File: src/sv/gtw_pkg.sv
`timescale 1ns / 1ps
// gtw_pkg: shared types, constants and tables of the waypoint heading controller.
// No dependencies; used by every module of the block.
package gtw_pkg;

	localparam int CORDIC_STAGES = 16;	// 8 .. 32
	localparam int SQRT_STEPS    = 32;	// one root bit per step
	localparam int TAB_W         = 5;	// atan table index
	localparam int VW            = 34;	// vector width before normalising
	localparam int CW            = 45;	// CORDIC x/y width
	localparam int ZW            = 34;	// angle accumulator, Q3.30
	localparam int AW            = 17;	// rounded angle, Q3.13
	localparam int REM_W         = 35;	// root remainder
	localparam int NORM_BIT      = 40;	// normalise until max(|x|,|y|) >= 2^40

	// pipeline geometry
	localparam int ANG_END  = 7 + CORDIC_STAGES;
	localparam int DIST_END = 6 + SQRT_STEPS;
	localparam int ALIGN    = (ANG_END > DIST_END) ? ANG_END : DIST_END;
	localparam int PAD_ANG  = ALIGN - ANG_END;
	localparam int PAD_DIST = ALIGN - DIST_END;
	localparam int DEPTH    = ALIGN + 3;

	localparam logic signed [AW:0]   PI_Q13      = 18'sd25736;
	localparam logic signed [AW:0]   TWO_PI_Q13  = 18'sd51472;
	localparam logic signed [ZW-1:0] HALF_PI_Q30 = 34'sd1686629713;

	localparam int CFG_W     = 31;
	localparam int CFG_IDX_W = 3;

	typedef enum logic [CFG_IDX_W-1:0] {
		CFG_LIN_GAIN = 3'd0,
		CFG_ANG_GAIN = 3'd1,
		CFG_ANG_LIM  = 3'd2,
		CFG_LIN_LIM  = 3'd3,
		CFG_HEAD_TOL = 3'd4,
		CFG_REACH    = 3'd5
	} cfg_idx_t;

	typedef struct packed {
		logic signed [31:0] robot_x;
		logic signed [31:0] robot_y;
		logic signed [15:0] quat_x;
		logic signed [15:0] quat_y;
		logic signed [15:0] quat_z;
		logic signed [15:0] quat_w;
		logic signed [31:0] target_x;
		logic signed [31:0] target_y;
	} in_t;

	typedef struct packed {
		logic [14:0]        forward_speed;
		logic signed [15:0] turn_rate;
		logic               turning;
		logic               waypoint_reached;
	} out_t;

	typedef struct packed {
		logic signed [CW-1:0] x;
		logic signed [CW-1:0] y;
		logic signed [ZW-1:0] z;
		logic                 zero;	// answer is forced to zero
	} cordic_t;

	typedef struct packed {
		logic [63:0]      n;	// radicand, consumed two bits a step from the top
		logic [REM_W-1:0] rem;
		logic [31:0]      root;
		logic             dbl;	// operands were halved, root is doubled
	} sqrt_t;

	// atan(2^-i), Q30, rounded
	function automatic logic signed [ZW-1:0] atan_q30(input logic [TAB_W-1:0] i);
		logic signed [ZW-1:0] a;
		case (i)
			5'd0: a = 34'sd843314857;
			5'd1: a = 34'sd497837829;
			5'd2: a = 34'sd263043837;
			5'd3: a = 34'sd133525159;
			5'd4: a = 34'sd67021687;
			5'd5: a = 34'sd33543516;
			5'd6: a = 34'sd16775851;
			5'd7: a = 34'sd8388437;
			5'd8: a = 34'sd4194283;
			5'd9: a = 34'sd2097149;
			5'd31: a = 34'sd1;
			default: a = 34'sd1 <<< (5'd30 - i);
		endcase
		return a;
	endfunction

	// left shift that brings the leading one to NORM_BIT
	function automatic logic [5:0] lead_shift(input logic [VW-1:0] m);
		logic [5:0] p;
		p = '0;
		for (int k = 0; k < VW; k++) begin
			if (m[k]) p = 6'(k);
		end
		return 6'(NORM_BIT) - p;
	endfunction

endpackage

File: src/sv/gtw_sqrt_cell.sv
`timescale 1ns / 1ps
// gtw_sqrt_cell: one step of the digit-by-digit integer square root, registered.
// Depends on gtw_pkg.
module gtw_sqrt_cell (
	input  logic           clk,
	input  logic           en,
	input  gtw_pkg::sqrt_t d,
	output gtw_pkg::sqrt_t q
);

	logic [gtw_pkg::REM_W-1:0] rn, trial;
	gtw_pkg::sqrt_t nx;

	always_comb begin
		rn    = {d.rem[gtw_pkg::REM_W-3:0], d.n[63:62]};
		trial = {1'b0, d.root, 2'b01};
		nx.n   = {d.n[61:0], 2'b00};
		nx.dbl = d.dbl;
		if (rn >= trial) begin
			nx.rem  = rn - trial;
			nx.root = {d.root[30:0], 1'b1};
		end else begin
			nx.rem  = rn;
			nx.root = {d.root[30:0], 1'b0};
		end
	end

	always_ff @(posedge clk) begin
		if (en) q <= nx;
	end

endmodule

File: config.mk
export PLATFORM = sky130hd
export DESIGN_NAME = gtw_sqrt_cell
export DESIGN_NICKNAME = d
export VERILOG_FILES = /design/src/sv/gtw_pkg.sv /design/src/sv/gtw_sqrt_cell.sv
export SDC_FILE = /design/constraint.sdc
export NUM_CORES = 1
export LEC_CHECK = 0
export ABC_AREA = 0
export BUFFER_PORTS_ARGS = -buffer_cell sky130_fd_sc_hd__buf_2
export CORE_MARGIN = 2
export CORE_UTILIZATION = 45
export CTS_BUF_LIST = sky130_fd_sc_hd__clkbuf_2
export DETAILED_ROUTE_END_ITERATION = 10
export PLACE_DENSITY_LB_ADDON = 0.3
export SETUP_SLACK_MARGIN = 0.15
export SLEW_MARGIN = 20
export SYNTH_ARGS = -nofsm -noshare
export SYNTH_HDL_FRONTEND = slang
export SYNTH_SLANG_ARGS = --single-unit
File: constraint.sdc
create_clock -name clk -period 2.44 [get_ports clk]
set_input_delay 0.122 -clock clk [delete_from_list [all_inputs] [get_ports clk]]
set_output_delay 0.122 -clock clk [all_outputs]
set_load 0.005 [all_outputs]
# Yosys cells after proc, flatten, opt, wreduce, memory -nomap -nowiden
# Index checks and enable logic that the tools add are counted.
[word_totals] regBits=130 in_bits=134 output_inout_bits=132 elab_cells=7
[classes] addsub=1 order_cmp=1 n_mux=1
[ops] cell="$mux 67" n=1
[ops] cell="$ge 35x34->1" n=1
[ops] cell="$sub 35x34->35" n=1

# Logic depth before layout (Yosys ltp)
[logic_depth] word_depth=2 mapped_depth=13 ltp_nobuf=10

# Worst setup path before layout
# No wires, ideal clock.
[synth_timing] kind="input -> register" start="in d[6] (netlist name)" end="reg q[61] (netlist name), data pin" setup_ps=260 t_arrival_ps=2177 required_time_ps=2180 slack_ps=3 cell_stages=10 n_path_buf=0 cell_sequence="inv_1 ha_1 a211oi_1 o21bai_1 nor4_2 o21ai_2 a211oi_1 o221ai_1 xnor2_1 mux2_2"
[synth_rtl] item="from (decl)" line_no="gtw_sqrt_cell.sv:7" rtl="input gtw_pkg::sqrt_t d,"
[synth_rtl] item="to (signal assigned)" line_no="gtw_sqrt_cell.sv:29" rtl="if (en) q <= nx;"
[synth_rtl] item="to (decl)" line_no="gtw_sqrt_cell.sv:8" rtl="output gtw_pkg::sqrt_t q"

==> impl_metrics.toml <==
[timing]
rsz0062_at_grt = "yes"
whs_ns = 0.0328
min_period_ns = 2.40
max-slew-margin-rel_pct = 66.4
hold_violations = 0
tightest_slew_ns = 0.501
slew_viol_final = 0
fin_ws_ns = 0.0433
fin_crit_sh_pct = 98.2
fmax_mhz = 417
setup_viol = 0
fin_setup_tns_ns = 0

[min_path]
hold_depth = 4
hold_path_end = "q[57]"
min_from = "d[55]"
min_path_type = "input pin to flop"

[global_route]
grt_pass1_wl_um = 30600
antenna_found_initial = 1
gr-total-overflow = 0
grt_pass1_vias = 6050
grt.total_usage_pct = 27.2
grt_max_degree = 81

[synthesis]
yosys_register_bits = 130
yosys-top-cells-area = "edfxtp_1, ha_1, a21oi_1"
syn_area_sq_um = 6360
yosysTopAreaCell = "edfxtp_1"
postSynthCellCount = 500
syn_avg_cell_area_sq_um = 12.7
synth_seq_area_share_pct = 61.4
synth.distinct_cells = 60
yosysWarnings = 0
netlist.area_leader.share_pct = 61.4
async_reset_ff_share_pct = 0
ys.flop_type = "edfxtp_1"
synth-edff-count = 130

[route]
via_count = 6140
ant_nets = 0
viasPerCell = 5.15
wl_um = 22100
drtIter0Drc = 445
first_pass_iters = 7
drcViolationCount = 0
wire_per_inst_um = 18.5

[power_and_ir_drop]
p_leak_nw = 4.82
total_power_mw = 5.99
p_per_area_nw_per_um2 = 559
vdd_ir_drop_max_uv = 296

[die]
initial_core_util_pct = 46.0
ioPinCount = 266
die_width_um = 123
dieArea_sq_um = 15100
row_count = 43
die_y_um = 123
coreArea_sq_um = 13800

[cts]
htreeDepth = 4
clockRootBuffer = "clkbuf_2"
clockBufferDepth = 2
cts_buffers = 17
clk_pin_slew_ns = 0.20
cts_tree = "built"
clock-sinks = 130

[final_layout]
final_common_cell = "buf_2"
finish.instance_area_sq_um = 10700
top_register = "q"
largest_reg_flops = 130
finish.utilization_pct = 77.4
synthToLayoutAreaGrowth_pct = 68.4
reg_top3 = "q x130"
nets = 1167
layout_common_cells = "buf_2, edfxtp_1, dlygate4sd3_1, buf_4, nor2_1"
layout-drive-gt1-share_pct = 45.2
fin_cells = 1193

[placement]
dp_cells = 1004
dp_slack_ns = -0.193
postPlaceCellArea_sq_um = 8460
portBuffers = 261
place_congestion = 0.843
dp_hpwl_um = 14200

[worst_setup_path]
endpoint_kind = "flop"
crit_required_ns = 2.93
criticalPathCategory = "input pin to flop"
cp-start-kind = "input pin"
startpoint = "d[51]"
cp.arrival_ns = 2.89
crit_chain = "dlygate4sd3_1, buf_6, ha_4, and4_4, nand2b_4, or3_4, a211oi_4, o31ai_4, o21ai_4, buf_12, buf_12, mux2_1"
cp_slowest_cell = "dlygate4sd3_1"
worstPathMaxFanout = 5
critPathMostFrequentCell = "buf_12"
cpPeakStageDelay_ns = 0.56

[status]
status = "completed"

[flow_run]
max_cap_violations = 0
## logic make-up after synthesis
logic type      Yosys count  share of synthesized area (%)
flops                   130                           61.4
compound gates          121                           12.7
simple gates            110                           8.25
buf+inv                  59                           4.11
fa+ha+maj                34                           6.69
xor+xnor                 31                           4.27
mux                      14                           2.48
other cells               1                         0.0590
## synthesized netlist by cell type (all sizes together), types with 4 or more instances
library cell,count
or3,4
a21o,8
mux2,11
a21oi,50
nand2,20
nor2,45
o211ai,6
nor4,4
a211oi,4
nor3,10
o21ai,22
edfxtp,130
nor2b,4
nand4,9
buf,11
xor2,10
xnor2,21
and3,5
inv,46
ha,34
## where the power goes
part           leakage [nW]  internal, mW  switching (mW)
clock network         0.162         0.596           0.876
registers              1.27          2.73          0.0665
logic                  3.38         0.917           0.804
total                  4.82          4.24            1.75
## layer usage
metal / vias to the layer above / track usage [%] / wire length (um) / share of wire [%]
li1: 2859 / - / - / -
met1: 2921 / 30.5 / 8240 / 37
met2: 293 / 48.5 / 11500 / 52
met3: 67 / 5.72 / 1460 / 6.6
met4: 0 / 13.4 / 898 / 4.1
met5: - / 0 / 0 / 0
## cell type report
| cell class | instances | area [sq um] |
|---|---|---|
| antenna | 1 | 2.50 |
| clock buffer | 18 | 90.1 |
| clock inverter | 14 | 183 |
| fill | 866 | 3120 |
| inverter | 46 | 173 |
| multi-input combinational | 312 | 2580 |
| sequential | 130 | 3900 |
| tap | 180 | 225 |
| timing repair buffer | 492 | 3550 |
## worst max-delay path by stage
| stage | endpoint | slack (ns) | cells past startpoint |
|---|---|---|---|
| final | q[41] | 0.04 | 12 |
| after global routing | q[41] | 0.004 | 13 |
| after CTS | q[36] | 0.15 | 12 |
| after detailed placement | q[66] | -0.19 | 11 |
| after global placement | q[65] | -0.20 | 11 |
| after floorplan | q[36] | 0.15 | 11 |
## critical path: cells and delay by family
family / cells / cell delay, ns
and+or+nand+nor: 3 / 0.63
adders and majority gates: 1 / 0.28
AOI/OAI and AO/OA: 3 / 0.52
buffers and inverters: 4 / 0.97
muxes: 1 / 0.34
## what timing repair did
action                                  in CTS  in global routing
endpoints found under the setup margin       0                 34
gates resized for setup                      0                 88
buffers inserted                             0                 13
hold buffers                               130                 11
endpoints found under the hold margin      179                 11
No activity file was read; power rests on OpenSTA's default activity.
