===== src/sv/gtw_pkg.sv =====
`timescale 1ns / 1ps
// gtw_pkg: shared types, constants and tables of the waypoint heading controller.
// No dependencies; used by every module of the block.
package gtw_pkg;

	localparam int CORDIC_STAGES = 16;	// 8 .. 32
	localparam int SQRT_STEPS    = 32;	// one root bit per step
	localparam int TAB_W         = 5;	// atan table index
	localparam int VW            = 34;	// vector width before normalising
	localparam int CW            = 45;	// CORDIC x/y width
	localparam int ZW            = 34;	// angle accumulator, Q3.30
	localparam int AW            = 17;	// rounded angle, Q3.13
	localparam int REM_W         = 35;	// root remainder
	localparam int NORM_BIT      = 40;	// normalise until max(|x|,|y|) >= 2^40

	// pipeline geometry
	localparam int ANG_END  = 7 + CORDIC_STAGES;
	localparam int DIST_END = 6 + SQRT_STEPS;
	localparam int ALIGN    = (ANG_END > DIST_END) ? ANG_END : DIST_END;
	localparam int PAD_ANG  = ALIGN - ANG_END;
	localparam int PAD_DIST = ALIGN - DIST_END;
	localparam int DEPTH    = ALIGN + 3;

	localparam logic signed [AW:0]   PI_Q13      = 18'sd25736;
	localparam logic signed [AW:0]   TWO_PI_Q13  = 18'sd51472;
	localparam logic signed [ZW-1:0] HALF_PI_Q30 = 34'sd1686629713;

	localparam int CFG_W     = 31;
	localparam int CFG_IDX_W = 3;

	typedef enum logic [CFG_IDX_W-1:0] {
		CFG_LIN_GAIN = 3'd0,
		CFG_ANG_GAIN = 3'd1,
		CFG_ANG_LIM  = 3'd2,
		CFG_LIN_LIM  = 3'd3,
		CFG_HEAD_TOL = 3'd4,
		CFG_REACH    = 3'd5
	} cfg_idx_t;

	typedef struct packed {
		logic signed [31:0] robot_x;
		logic signed [31:0] robot_y;
		logic signed [15:0] quat_x;
		logic signed [15:0] quat_y;
		logic signed [15:0] quat_z;
		logic signed [15:0] quat_w;
		logic signed [31:0] target_x;
		logic signed [31:0] target_y;
	} in_t;

	typedef struct packed {
		logic [14:0]        forward_speed;
		logic signed [15:0] turn_rate;
		logic               turning;
		logic               waypoint_reached;
	} out_t;

	typedef struct packed {
		logic signed [CW-1:0] x;
		logic signed [CW-1:0] y;
		logic signed [ZW-1:0] z;
		logic                 zero;	// answer is forced to zero
	} cordic_t;

	typedef struct packed {
		logic [63:0]      n;	// radicand, consumed two bits a step from the top
		logic [REM_W-1:0] rem;
		logic [31:0]      root;
		logic             dbl;	// operands were halved, root is doubled
	} sqrt_t;

	// atan(2^-i), Q30, rounded
	function automatic logic signed [ZW-1:0] atan_q30(input logic [TAB_W-1:0] i);
		logic signed [ZW-1:0] a;
		case (i)
			5'd0: a = 34'sd843314857;
			5'd1: a = 34'sd497837829;
			5'd2: a = 34'sd263043837;
			5'd3: a = 34'sd133525159;
			5'd4: a = 34'sd67021687;
			5'd5: a = 34'sd33543516;
			5'd6: a = 34'sd16775851;
			5'd7: a = 34'sd8388437;
			5'd8: a = 34'sd4194283;
			5'd9: a = 34'sd2097149;
			5'd31: a = 34'sd1;
			default: a = 34'sd1 <<< (5'd30 - i);
		endcase
		return a;
	endfunction

	// left shift that brings the leading one to NORM_BIT
	function automatic logic [5:0] lead_shift(input logic [VW-1:0] m);
		logic [5:0] p;
		p = '0;
		for (int k = 0; k < VW; k++) begin
			if (m[k]) p = 6'(k);
		end
		return 6'(NORM_BIT) - p;
	endfunction

endpackage


===== src/sv/gtw_cordic_cell.sv =====
`timescale 1ns / 1ps
// gtw_cordic_cell: one vectoring CORDIC iteration with its output register.
// Depends on gtw_pkg.
module gtw_cordic_cell (
	input  logic                     clk,
	input  logic                     en,
	input  logic [gtw_pkg::TAB_W-1:0] stage,
	input  gtw_pkg::cordic_t         d,
	output gtw_pkg::cordic_t         q
);

	logic signed [gtw_pkg::CW-1:0] xs, ys;
	logic signed [gtw_pkg::ZW-1:0] a;
	gtw_pkg::cordic_t nx;

	always_comb begin
		xs = d.x >>> stage;
		ys = d.y >>> stage;
		a  = gtw_pkg::atan_q30(stage);
		nx.zero = d.zero;
		if (!d.y[gtw_pkg::CW-1]) begin
			nx.x = d.x + ys;
			nx.y = d.y - xs;
			nx.z = d.z + a;
		end else begin
			nx.x = d.x - ys;
			nx.y = d.y + xs;
			nx.z = d.z - a;
		end
	end

	always_ff @(posedge clk) begin
		if (en) q <= nx;
	end

endmodule


===== config.mk =====
export PLATFORM = sky130hd
export DESIGN_NAME = gtw_cordic_cell
export DESIGN_NICKNAME = d
export VERILOG_FILES = /design/src/sv/gtw_pkg.sv /design/src/sv/gtw_cordic_cell.sv
export SDC_FILE = /design/constraint.sdc
export NUM_CORES = 1
export LEC_CHECK = 0
export BUFFER_PORTS_ARGS = -buffer_cell sky130_fd_sc_hd__buf_4
export CORE_ASPECT_RATIO = 1.5
export CORE_MARGIN = 5
export CORE_UTILIZATION = 37
export DETAILED_ROUTE_END_ITERATION = 12
export GPL_ROUTABILITY_DRIVEN = 0
export PLACE_DENSITY_LB_ADDON = 0.3
export SYNTH_ARGS = -nofsm -noshare
export SYNTH_HDL_FRONTEND = slang
export SYNTH_SLANG_ARGS = --single-unit

===== constraint.sdc =====
create_clock -name clk -period 6.8 [get_ports clk]
set_input_delay 0 -clock clk [delete_from_list [all_inputs] [get_ports clk]]
set_output_delay 0 -clock clk [all_outputs]
set_load 0.02 [all_outputs]

; ---- Word level (Yosys, flattened, before mapping)
; Cells that the tools add are included.
; W data, S select, Z words.
[totals]
ff_bits = 125
inputBits = 132
out_inout_bits = 125
wordCells = 27
[classes]
addsub = 7
eq_ne = 10
n_shift = 3
mux = 2
n_reduce_logical = 1
[ops]
columns = op, count
row1 = $pmux W34 S11, 1
row2 = $mux W124, 1
row3 = $add A45 B45 Y45, 2
row4 = $sshr A45 B5 Y45, 2
row5 = $sub A45 B45 Y45, 2
row6 = $add A34 B34 Y34, 1
row7 = $sshl A2 B5 Y34 const A, 1
row8 = $sub A34 B34 Y34, 1
row9 = $eq A5 B3 Y1 const B, 4
row10 = $eq A5 B2 Y1 const B, 2
row11 = $eq A5 B4 Y1 const B, 2
row12 = $eq A5 B1 Y1 const B, 1
row13 = $eq A5 B5 Y1 const B, 1
row14 = $logic_not A5 Y1, 1
row15 = $sub A5 B5 Y5 const A, 1

; ---- Longest topological paths before layout
[logic_depth]
ltp_word = 5
depth_mapped = 30
depth_no_buf = 24

; ---- Worst setup path before layout
; OpenSTA, ideal clock, no wires.
[synth_timing]
path_kind = input -> register
start = input stage[4] (netlist bit)
end = register q[34] (netlist bit) (data pin)
setup_time_ps = 260
t_arrival_ps = 5537
required_time_ps = 6540
setup_slack_ps = 1003
cell_stages = 27
path_buffers = 9
cell_sequence = clkbuf_1 clkbuf_1 clkbuf_1 buf_1 clkbuf_1 buf_1 clkbuf_1 buf_1 clkbuf_1 a21oi_1 a21oi_1 ha_1 nand2_1 nor2_1 nor2_1 xnor2_1 ha_1 a21o_1 a21o_1 a221oi_1 o31ai_1 or3_1 nand3_1 a31oi_1 a211oi_1 o21ai_0 xnor2_1
[synth_rtl]
columns = item, line_no
row1 = start: declaration, gtw_cordic_cell.sv:7  ; input logic [gtw_pkg::TAB_W-1:0] stage,
row2 = end signal: assignment, gtw_cordic_cell.sv:33  ; if (en) q <= nx;
row3 = end: declaration, gtw_cordic_cell.sv:9  ; output gtw_pkg::cordic_t q

==> results.toml <==
[final_layout]
num_antenna_cells = 0
drive_above_1_share = 0.2514
post-route-util = 0.4396
largestRegisters = "q x125"
fin_nets = 2875
syn2layout_area_growth_pct = 18.15
largest-register = "q"
largest_register_ff_count = 125

[global_route]
grt_max_degree = 68
grt_pass1_wl_um = 135800
antenna_found_initial = 2
gr-usage-all-layers = 0.2877
grt_overflow = 0
grt_pass1_vias = 21830

[setup_path]
cpMostUsedCell = "buf_4"
slowest_delay_ns = 0.55
cp-end-kind = "register"
criticalPathCategory = "input port to register"
crit_end = "q[73]"
worst_setup_path_start_kind = "input port"
startpoint = "stage[2]"
path_cells = "buf_4, buf_4, nand4b_1, o32ai_1, a211o_1, a221o_1, or4b_1, nor3b_2, a21oi_1, xnor2_1, ha_1, a21o_1, a21oi_1, o211ai_1, a41oi_1, o31ai_1, a311o_1, a221oi_1, buf_4, o21ai_0, a31oi_1, o21a_1, o211ai_1"
cp.arrival_ns = 6.48
cp_max_fo = 51
cp_slowest_cell = "buf_4"
required_ns = 6.98

[placed_design]
hpwlAfterDp_um = 70870
port_buffers = 256

[routing]
wl_met2_um = 41900
vias = 22260
drt-initial-drc-count = 2706
drt_wl_total_um = 92260
ant_nets = 0
top_layer_used = "met5"
vias_per_cell = 6.561
drt-met1-wl_um = 31930
avgRoutedWirePerCell_um = 27.20
wl_met3_um = 9338
dr.pass1.iters = 8
remaining_drc_errors = 0

[synthesis]
synth_compound_area_frac = 0.2360
ys_top_cells_by_count = "210 x a21oi_1, 178 x nor2_1, 176 x nand2_1, 141 x xnor2_1"
synth_seq_area_share = 0.1786
async_flop_share = 0
syn_area_sq_um = 21020
yosys-top-cells-area = "edfxtp_1 18%, mux4_2 14%, ha_1 7.4%, xnor2_1 5.9%, a21oi_1 5.0%"
ys_seq_elements = 125
synth.most_common_cell = "a21oi_1"
syn_inst = 2371
synth-edff-count = 125
yosysTopAreaCell = "edfxtp_1"
synth-main-ff-cell = "edfxtp_1"
syn-num-nets = 2630
synth_top_family_by_area = "compound AO/OA/AOI/OAI gates"
yosys.area_share.simple = 0.1516
syn_avg_cell_area_sq_um = 8.865
synth-adder-area-share = 0.07667
synth_top_area_share = 0.1786
muxShareOfSynthArea = 0.2237
synth_xor_area_frac = 0.08292
netlist-cell-type-count = 103
ys_warn_count = 0

[clocking]
clockBufferDepth = 2
cts.clk_slew.worst_paths_ns = 0.07
cts_tree = "yes"
cts_root_buffer = "clkbuf_16"
post-cts-setup-buffer-count = 0
clock_sinks = 125
cts_buffers = 17
htree_num_levels = 4

[sta]
worstMarginPinSlew_ns = 0.9528
max_slew_margin = 0.3466
fmaxAchievable_mhz = 158.7
holdWs_ns = 0.01346
rsz0062_at_grt = "false"
tns_ns = 0
period_share = 0.9269
final-setup-viol-count = 0
layout_min_cycle_time_ns = 6.303
final-max-slew-violation-count = 0
finalHoldViolCount = 0

[power_and_ir_drop]
p_leak_nw = 10.03
power_mw = 5.469
power_density_nw_per_um2 = 220.2
ir_drop_mv = 0.1318

[floorplanning]
start_util = 0.3720
dieHeight_um = 301.9
io_pins = 257
die_x_um = 204.6
core_sq_um = 56500
rows = 107
die_area_sq_um = 61770

[min_path]
holdCritPathClass = "input port to register"

[job]
drv_cap = 0

[run_status]
status = "complete, no violations"
## kinds of logic after synthesis
group / count (synthesis)
AO/OA/AOI/OAI: 755
XOR/XNOR: 199
adder cells (fa/ha/maj): 127
buffers and inverters: 227
flip-flops: 125
multiplexers: 297
AND/OR/NAND/NOR: 641
## what timing repair did
action | 4_1_cts | 5_1_grt
endpoints found under the setup margin | 0 | 0
hold buffers | 4 | 0
hold endpoints to repair | 4 | 0
gates resized for setup | 0 | 0
## layout make-up
class	count	area [sq um]
fillers	5619	31660
repair buffers	389	3032
flip-flops and latches	125	3754
clock buffers	17	425.4
well taps	763	954.7
clock inverters	15	219.0
multi-input cells	2019	16210
inverters	64	240.2
## cell usage in the layout, fill, tap and decap left out, drive strengths merged, types with 29 or more instances in the layout
cell type | Yosys | final
and2 | 29 | 29
o21ai | 138 | 138
mux2 | 66 | 66
xnor2 | 141 | 141
mux4 | 130 | 130
o22ai | 37 | 37
a31oi | 41 | 41
a21o | 63 | 63
nand2b | 37 | 37
mux2i | 101 | 101
xor2 | 58 | 58
ha | 124 | 124
nand2 | 177 | 177
nand3 | 62 | 62
inv | 63 | 64
buf | 92 | 384
nor2 | 179 | 179
edfxtp | 125 | 125
a21oi | 210 | 210
## stage by stage
stage	instance area [sq um]	worst slack, ns	instances
finish	24830	0.4972	3392
global route	24830	0.2076	3392
CTS	24830	0.6506	3392
detailed placement	24150	0.2164	3356
global placement	24150	0.1431	3356
floorplan	21020	1.003	2371
## critical path: cells and delay by family
family	cells	cell delay (ns)
AO/OA/AOI/OAI	15	3.48
XOR/XNOR	1	0.15
adder cells (fa/ha/maj)	1	0.31
AND/OR/NAND/NOR	3	1.42
buffers and inverters	3	1.07
## routing by layer
layer / global-route usage / up-vias
li1: - / 9639
met1: 0.3273 / 10550
met2: 0.4639 / 1561
met3: 0.06777 / 508
met4: 0.2239 / 2
met5: 0 / -
## how the worst min path moves through the flow
| stage | depth (start not counted) | to | slack, ns | start |
|---|---|---|---|---|
| 3_3_place_gp | 1 | q[0] | 0.18 | d[0] |
| 5_1_grt | 2 | q[36] | 0.002 | d[36] |
| 6_report | 2 | q[36] | 0.01 | d[36] |
| 3_5_place_dp | 1 | q[0] | 0.18 | d[0] |
| 2_1_floorplan | 0 | q[0] | 0.1 | d[0] |
| 4_1_cts | 2 | q[36] | 0.0004 | d[36] |
## report_power, final
group / leakage, nW / switching (mW) / internal (mW)
combinational: 8.50 / 1.88 / 1.31
clock: 0.301 / 0.400 / 0.648
sequential: 1.22 / 0.0750 / 1.16
total: 10.0 / 2.35 / 3.12
Power figures use the tool's default switching activity.
